$ cat config.mk
export PLATFORM = sky130hd
export DESIGN_NAME = skte_ram
export DESIGN_NICKNAME = d
export VERILOG_FILES = /design/src/skte_ram.sv
export SDC_FILE = /design/constraint.sdc
export NUM_CORES = 1
export LEC_CHECK = 0
export ABC_AREA = 1
export BUFFER_PORTS_ARGS = -buffer_cell sky130_fd_sc_hd__buf_2
export CAP_MARGIN = 30
export CORE_MARGIN = 4
export CORE_UTILIZATION = 65
export DETAILED_ROUTE_END_ITERATION = 10
export PLACE_DENSITY = 0.83
export SYNTH_ARGS = -nofsm -noshare
export SYNTH_HDL_FRONTEND = slang
export SYNTH_SLANG_ARGS = --single-unit
$ cat constraint.sdc
create_clock -name i_clk -period 3.5 [get_ports i_clk]
set_clock_uncertainty 0.05 [all_clocks]
set_input_delay 0.7 -clock i_clk [delete_from_list [all_inputs] [get_ports i_clk]]
set_output_delay 0.7 -clock i_clk [all_outputs]
set_load 0.01 [all_outputs]
$ cat src/skte_ram.sv
// ----------------------------------------------------------------------------
// skte_ram
// single port synchronous ram, registered read
// ----------------------------------------------------------------------------
module skte_ram #(
    parameter int Width = 8,
    parameter int Depth = 16
) (
    input  logic                     i_clk,
    input  logic                     i_we,
    input  logic [$clog2(Depth)-1:0] i_addr,
    input  logic [Width-1:0]         i_wdata,
    output logic [Width-1:0]         o_rdata
);
    logic [Width-1:0] r_mem [Depth];

    always_ff @(posedge i_clk) begin
        if (i_we) begin
            r_mem[i_addr] <= i_wdata;
        end
        o_rdata <= r_mem[i_addr];
    end
endmodule

==> out/qor.txt, run 1 <==
GRT Util Overall = 26.3%
Gate Count Post-Synth = 548
unrepaired setup endpoints after global routing = false
fmax = 435 MHz
VDD IR-drop max = 438 uV
post-route ant nets = 0
largest net degree at the start of global routing = 65
status = finished with violations
commonest non-fill, non-tap cell in the layout = nand2_1
CP required = 3.60 ns
GR Overflow Total = 0
failing checks = DRC
Yosys top cell by area = edfxtp_1
Hold EP = r_mem[14][2]
Max clock buf depth = 2
minimum clock period = 2.30 ns
vias in the first global route = 3614
IO Count = 22
layout cells sized above 1 = 9.59%
critical-path cell list = buf_2, clkinv_1, buf_4, nand3_1, nor2_1
YS warnings = 0
DRT Pass-1 Iters = 9
CTS tree = built
synth top area cells = edfxtp_1 69%, nand2_1 23%, dfxtp_1 2.9%
vias = 3815
Final Hold Fails = 0
initial core utilization = 67.4%
final WL = 12100 microns
Final Cycle Share = 65.6%
DRC = 2
leakage power = 0.00272 uW
CP max stage cell = nor2_1
worst hold path class = input pin to flop
die footprint = 10200 sq um
Worst setup EP type = flop
overall power = 3730 uW
initial antenna violation count = 0
Antenna Cells = 0
post_cts resized = 0
TritonCTS Buffers = 17
#FFs+latches synth = 136
commonest non-fill, non-tap cells in the layout = 346 x nand2_1, 128 x edfxtp_1, 21 x inv_1, 21 x buf_2, 18 x nor2_1
CP arrival = 2.40 ns
Min Hold Slack = 0.566 ns
Power Density = 591 nW/um^2
Final setup viols = 0
post-DP HPWL = 7280 microns
DR iter-0 viols = 381
Reg2Reg Setup Slack = 2.34 ns
CTS root buffer = clkbuf_8
max-cap violation count = 0
die height = 101 microns
H-tree level count = 4
Pins Over Slew Limit = 0
CP Class = input pin to flop
first-pass GRT wire length = 19100 microns
reg2reg end = o_rdata[1]
cts hold-fix bufs = 0
hold_sp = i_wdata[2]
crit path launch type = input pin
worst r2r path cells = 8
post-synthesis sequential area ratio = 71.6%
setup repair bufs after CTS = 0
Layout Nets = 585
crit path max fanout = 35
FP Rows = 33
worst slew pin tran = 0.725 ns
Via density = 5.54
worst reg2reg startpoint = r_mem[2][1]
Avg Inst Size Synth = 10.2 sq um
Rel. slew slack = 51.5%
setup TNS = 0 ns
Port Buf Inserts = 21
Worst-path clk slew = 0.06 ns
crit-path max cell delay = 0.65 ns
Core Box Area = 8300 sq um
CTS sink count = 136
Syn-to-layout area delta = 12.8%
hold path depth = 1
fillcell total = 501
clk_lat worst skew = 0.52 ns
Synth cell types = 11
mapped cell area = 5590 sq um
Post-Syn Nets = 562
routed length per placed instance = 17.6 microns
Die Wd = 101 microns
Yosys top cell area share = 68.7%
GPL Wtd Cong = 0.919
-- cells in the mapped netlist --
cell,number
buf_2,12
buf_4,6
clkbuf_1,3
clkinv_1,1
dfxtp_1,8
edfxtp_1,128
inv_1,21
inv_2,1
nand2_1,346
nand3_1,4
nor2_1,18
-- worst max-delay path by stage --
| stage | from | end | slack [ns] | depth (start not counted) |
|---|---|---|---|---|
| 2_1_floorplan | i_addr[1] | r_mem[3][0] | 1.37 | 4 |
| 3_3_place_gp | i_addr[1] | r_mem[12][0] | 0.84 | 5 |
| 3_5_place_dp | i_addr[1] | r_mem[0][4] | 0.77 | 5 |
| 4_1_cts | i_addr[1] | r_mem[8][0] | 1.25 | 5 |
| 5_1_grt | i_addr[1] | r_mem[8][0] | 1.08 | 5 |
| 6_report | i_addr[1] | r_mem[8][0] | 1.20 | 5 |
-- layer usage --
metal	GRT usage [%]	routed length [microns]
met1	35.9	4810
met3	5.74	1250
met2	40.9	5530
met5	0	0
met4	12.2	546
-- report_power, final --
part           internal [uW]  switching (uW)  leakage [uW]  total [uW]
Combinational           55.8             164       0.00122         220
Sequential              1820            10.4       0.00122        1830
Clock                   1010             664      0.000270        1680
Total                   2890             838       0.00272        3730
-- cells by family after synthesis --
family | Yosys count | share of synthesized area [%]
flops | 136 | 71.6
buf+inv | 44 | 3.62
simple gates | 368 | 24.8
-- metrics by stage --
step                      instance area (sq um)  util [%]  setup slack, ns  std cells
after floorplan                            5590         -             1.37        548
after global placement                     5740      69.2            0.842        657
after detailed placement                   5740      69.2            0.772        657
after CTS                                  6310      76.0             1.25        689
after global routing                       6310      76.0             1.08        689
final                                      6310      76.0             1.20        689
-- area by class of cell --
class / instances / area (sq um) / area share, %
clock inverter: 15 / 153 / 2.42
multi-input combinational: 368 / 1390 / 22.0
timing repair buffer: 25 / 135 / 2.14
sequential: 136 / 4000 / 63.5
inverter: 23 / 86.3 / 1.37
clock buffer: 17 / 414 / 6.56
tap: 105 / 131 / 2.08
-- critical path, delay by kind of cell --
| kind | cells | cell delay [ns] |
|---|---|---|
| simple gates | 2 | 0.97 |
| buf+inv | 3 | 0.71 |
-- sequential cells by signal, summed over array words and instances, names as in the netlist --
register	count
o_rdata	8
r_mem	128
Note: power is estimated with default switching activity, not from simulation.
==> inputs of run 2 (changes only) <==
Settings changed: CORE_UTILIZATION 65 to 61, PLACE_DENSITY 0.83 to 0.79.
Clock period 3.5 ns to 2.2 ns, I/O delays scaled along.
==> out/qor.txt, run 2 (synthesized netlist as in run 1, its figures left out) <==
worst hold path class = input pin to flop
leakage power = 0.00281 uW
utilization after layout = 73.0%
Worst setup EP type = output pin
overall power = 5770 uW
layout cells sized above 1 = 12.4%
Port Buf Inserts = 21
die height = 104 microns
routed wl met2 = 5840 microns
crit path launch type = flop
fmax = 657 MHz
GR Overflow Total = 0
Flop pwr share = 50.5%
Max clock buf depth = 2
die footprint = 10800 sq um
Final Cycle Share = 69.2%
Layout Nets = 606
CP arrival = 1.03 ns
vias in the first global route = 3739
VDD IR-drop max = 853 uV
GPL Wtd Cong = 0.859
met1 WL = 4900 microns
Top Family by Delay on Critical Path = flip-flops
commonest non-fill, non-tap cell in the layout = nand2_1
switching share of power = 22.5%
unrepaired setup endpoints after global routing = false
post-route ant nets = 0
post-DP HPWL = 7440 microns
Pins Over Slew Limit = 0
Final setup viols = 0
fillcell total = 576
Worst Path Buf+Inv = 1
FP Rows = 34
DR iter-0 viols = 331
CTS root buffer = clkbuf_8
CTS tree = built
crit path max fanout = 1
H-tree level count = 4
vias = 3856
Rel. slew slack = 71.2%
clk_lat worst skew = 0.52 ns
max reg flops = 128
CP required = 1.71 ns
Core Box Area = 8810 sq um
crit-path max cell delay = 0.36 ns
worst slew pin tran = 0.431 ns
first-pass GRT wire length = 19400 microns
max-cap violation count = 0
CP max stage cell = dfxtp_1
setup repair bufs after CTS = 0
routed length per placed instance = 17.1 microns
largest net degree at the start of global routing = 44
final WL = 12200 microns
P_int = 4470 uW
CTS sink count = 136
WL met3 = 1190 microns
largest registers = r_mem: 128 flops, o_rdata: 8 flops
initial antenna violation count = 1
initial core utilization = 63.5%
cts hold-fix bufs = 0
setup TNS = 0 ns
commonest non-fill, non-tap cells in the layout = 346 x nand2_1, 128 x edfxtp_1, 25 x buf_4
Final Hold Fails = 0
Via density = 5.41
Die Wd = 104 microns
status = finished, final reports clean
DRT Pass-1 Iters = 6
top sig layer = met4
TritonCTS Buffers = 17
Gate power share = 6.2%
IO Count = 22
GRT Util Overall = 23.8%
share of power burned in the clock network = 43.3%
Switching Power = 1300 uW
critical-path cell list = buf_2
minimum clock period = 1.52 ns
Worst-path clk slew = 0.06 ns
Syn-to-layout area delta = 15.0%
CP Class = flop to output pin
post_cts resized = 0
DRC = 0
Top reg by flops = r_mem
Power Density = 897 nW/um^2
run 2: final cells by class:
type	instances	area [sq um]	area share, %
multi-input cells	368	1390	21.6
clock buffers	17	414	6.44
repair buffers	46	293	4.55
well taps	108	135	2.10
clock inverters	14	110	1.71
inverters	23	86.3	1.34
flip-flops and latches	136	4000	62.3
diodes	1	2.50	0.0389
run 2: metrics by stage:
step,instances,cell area (sq um),worst slack [ns],hold WS [ns]
final,713,6430,0.677,0.298
after global placement,681,5900,0.488,0.645
after CTS,712,6430,0.660,0.289
after global routing,713,6430,0.660,0.301
after detailed placement,681,5900,0.430,0.653
after floorplan,548,5590,0.333,0.489
run 2: worst paths after layout:
check        cells past startpoint  slack [ns]      endpoint   startpoint
max                              1        0.68    o_rdata[4]   o_rdata[4]
min                              1        0.30  r_mem[12][6]   i_wdata[6]
max reg2reg                      8        1.13    o_rdata[0]  r_mem[2][0]
min reg2reg                      8        0.66    o_rdata[1]  r_mem[0][1]
run 2: power groups by stage:
stage	sequential, uW	clock (uW)	combinational (uW)
CTS	2910	2510	356
global route	2920	2640	402
global placement	2970	0	345
finish	2910	2500	357
floorplan	2970	0	200
detailed placement	2970	0	352
run 2: layer usage:
layer  vias up  global-route usage, %
met2       220                   36.7
met4         0                   10.5
met5         -                      0
li1       1838                      -
met1      1772                   31.8
met3        26                   6.65
==> inputs of run 3 (changes only) <==
Settings changed: CORE_UTILIZATION 61 to 55, PLACE_DENSITY 0.79 to 0.75.
Clock period 2.2 ns to 1.3 ns, I/O delays scaled along.
==> out/qor.txt, run 3 (synthesized netlist as in run 1, its figures left out) <==
status = finished, final reports clean
switching share of power = 21.5%
Via density = 5.18
critical-path cell list = buf_6
CTS sink count = 136
initial antenna violation count = 0
largest registers = r_mem: 128 flops, o_rdata: 8 flops
CP Launch Point = o_rdata[7]
die footprint = 11800 sq um
Worst setup EP type = output pin
Syn-to-layout area delta = 20.9%
CP max stage cell = dfxtp_2
Final setup viols = 0
DRC = 0
die height = 109 microns
Seq. cell area = 4010 sq um
commonest non-fill, non-tap cells in the layout = 346 x nand2_1, 128 x edfxtp_1, 19 x inv_1
TritonCTS Buffers = 17
Top Family by Delay on Critical Path = flip-flops
worst slew pin tran = 0.399 ns
fillcell total = 712
Worst Path Buf+Inv = 1
Reg2Reg Setup Slack = 0.22 ns
initial core utilization = 57.0%
post-DP HPWL = 7750 microns
Power Density = 1590 nW/um^2
reg2reg end = o_rdata[2]
cell area after layout = 6760 sq um
setup slack at placement = -0.125 ns
VDD IR-drop max = 1180 uV
crit path launch type = flop
Final Cycle Share = 98.6%
Rel. slew slack = 73.4%
area taken by multi-input logic gates = 1560 sq um
commonest non-fill, non-tap cell in the layout = nand2_1
CTS root buffer = clkbuf_8
Port Buf Inserts = 21
vias = 3783
placed cell area = 6100 sq um
setup ws final = 0.0178 ns
final WL = 12500 microns
fmax = 780 MHz
max reg flops = 128
Flop pwr share = 46.0%
CP arrival = 0.97 ns
post-route ant nets = 0
crit-path max cell delay = 0.35 ns
leakage power = 0.00284 uW
hold_sp = i_wdata[1]
Layout Nets = 599
Pins Over Slew Limit = 0
CTS tree = built
Gate power share = 6.4%
first-pass GRT wire length = 19800 microns
GPL Wtd Cong = 0.850
CP Class = flop to output pin
Max clock buf depth = 2
worst hold path class = input pin to flop
FP Rows = 36
vias in the first global route = 3844
Hold EP = r_mem[6][1]
worst r2r path cells = 8
GRT Util Overall = 23.1%
share of power burned in the clock network = 47.6%
minimum clock period = 1.28 ns
P_int = 8440 uW
Min Hold Slack = 0.125 ns
utilization after layout = 68.9%
crit path max fanout = 1
CP required = 0.99 ns
max-cap violation count = 0
largest net degree at the start of global routing = 33
cts hold-fix bufs = 0
setup TNS = 0 ns
hold path depth = 1
Switching Power = 2310 uW
DR iter-0 viols = 374
H-tree level count = 4
setup repair bufs after CTS = 0
worst reg2reg startpoint = r_mem[3][2]
unrepaired setup endpoints after global routing = true
Final Hold Fails = 0
Worst-path clk slew = 0.06 ns
routed length per placed instance = 17.2 microns
Top reg by flops = r_mem
Core Box Area = 9820 sq um
GR Overflow Total = 0
clk_lat worst skew = 0.51 ns
DRT Pass-1 Iters = 5
post_cts resized = 6
Die Wd = 109 microns
IO Count = 22
Antenna Cells = 0
layout cells sized above 1 = 16.4%
-- run 3: per-stage QoR --
stage	std cells	power [uW]
6_report	731	10700
3_5_place_dp	699	5700
5_1_grt	731	11000
3_3_place_gp	699	5680
2_1_floorplan	548	5420
4_1_cts	731	10800
-- run 3: metal layers --
layer / vias up / share of wire, % / GRT usage (%)
met3: 24 / 6.0 / 5.15
met1: 1790 / 40 / 28.7
met5: - / 0 / 0
met2: 138 / 52 / 39.1
met4: 0 / 2.5 / 9.65
li1: 1831 / - / -
-- run 3: power by group through the flow --
stage	clock network (uW)	registers, uW	logic, uW
after floorplan	0	5030	391
after global placement	0	5020	660
after detailed placement	0	5030	671
after CTS	5170	4940	692
after global routing	5330	4950	770
final	5110	4940	689
-- run 3: cell type report --
type / count / share of cell area (%)
Clock buffer: 17 / 6.13
Multi-Input combinational cell: 368 / 23.1
Sequential cell: 136 / 59.3
Clock inverter: 15 / 3.31
Tap cell: 133 / 2.46
Inverter: 23 / 1.35
Timing Repair Buffer: 39 / 4.39
-- run 3: how the worst max path moves through the flow --
stage | endpoint | slack [ns] | cells past startpoint
6_report | o_rdata[7] | 0.02 | 1
5_1_grt | o_rdata[3] | -0.0008 | 1
4_1_cts | o_rdata[3] | -0.002 | 1
3_5_place_dp | o_rdata[2] | -0.13 | 11
3_3_place_gp | o_rdata[2] | -0.11 | 11
2_1_floorplan | r_mem[10][0] | 0.005 | 5
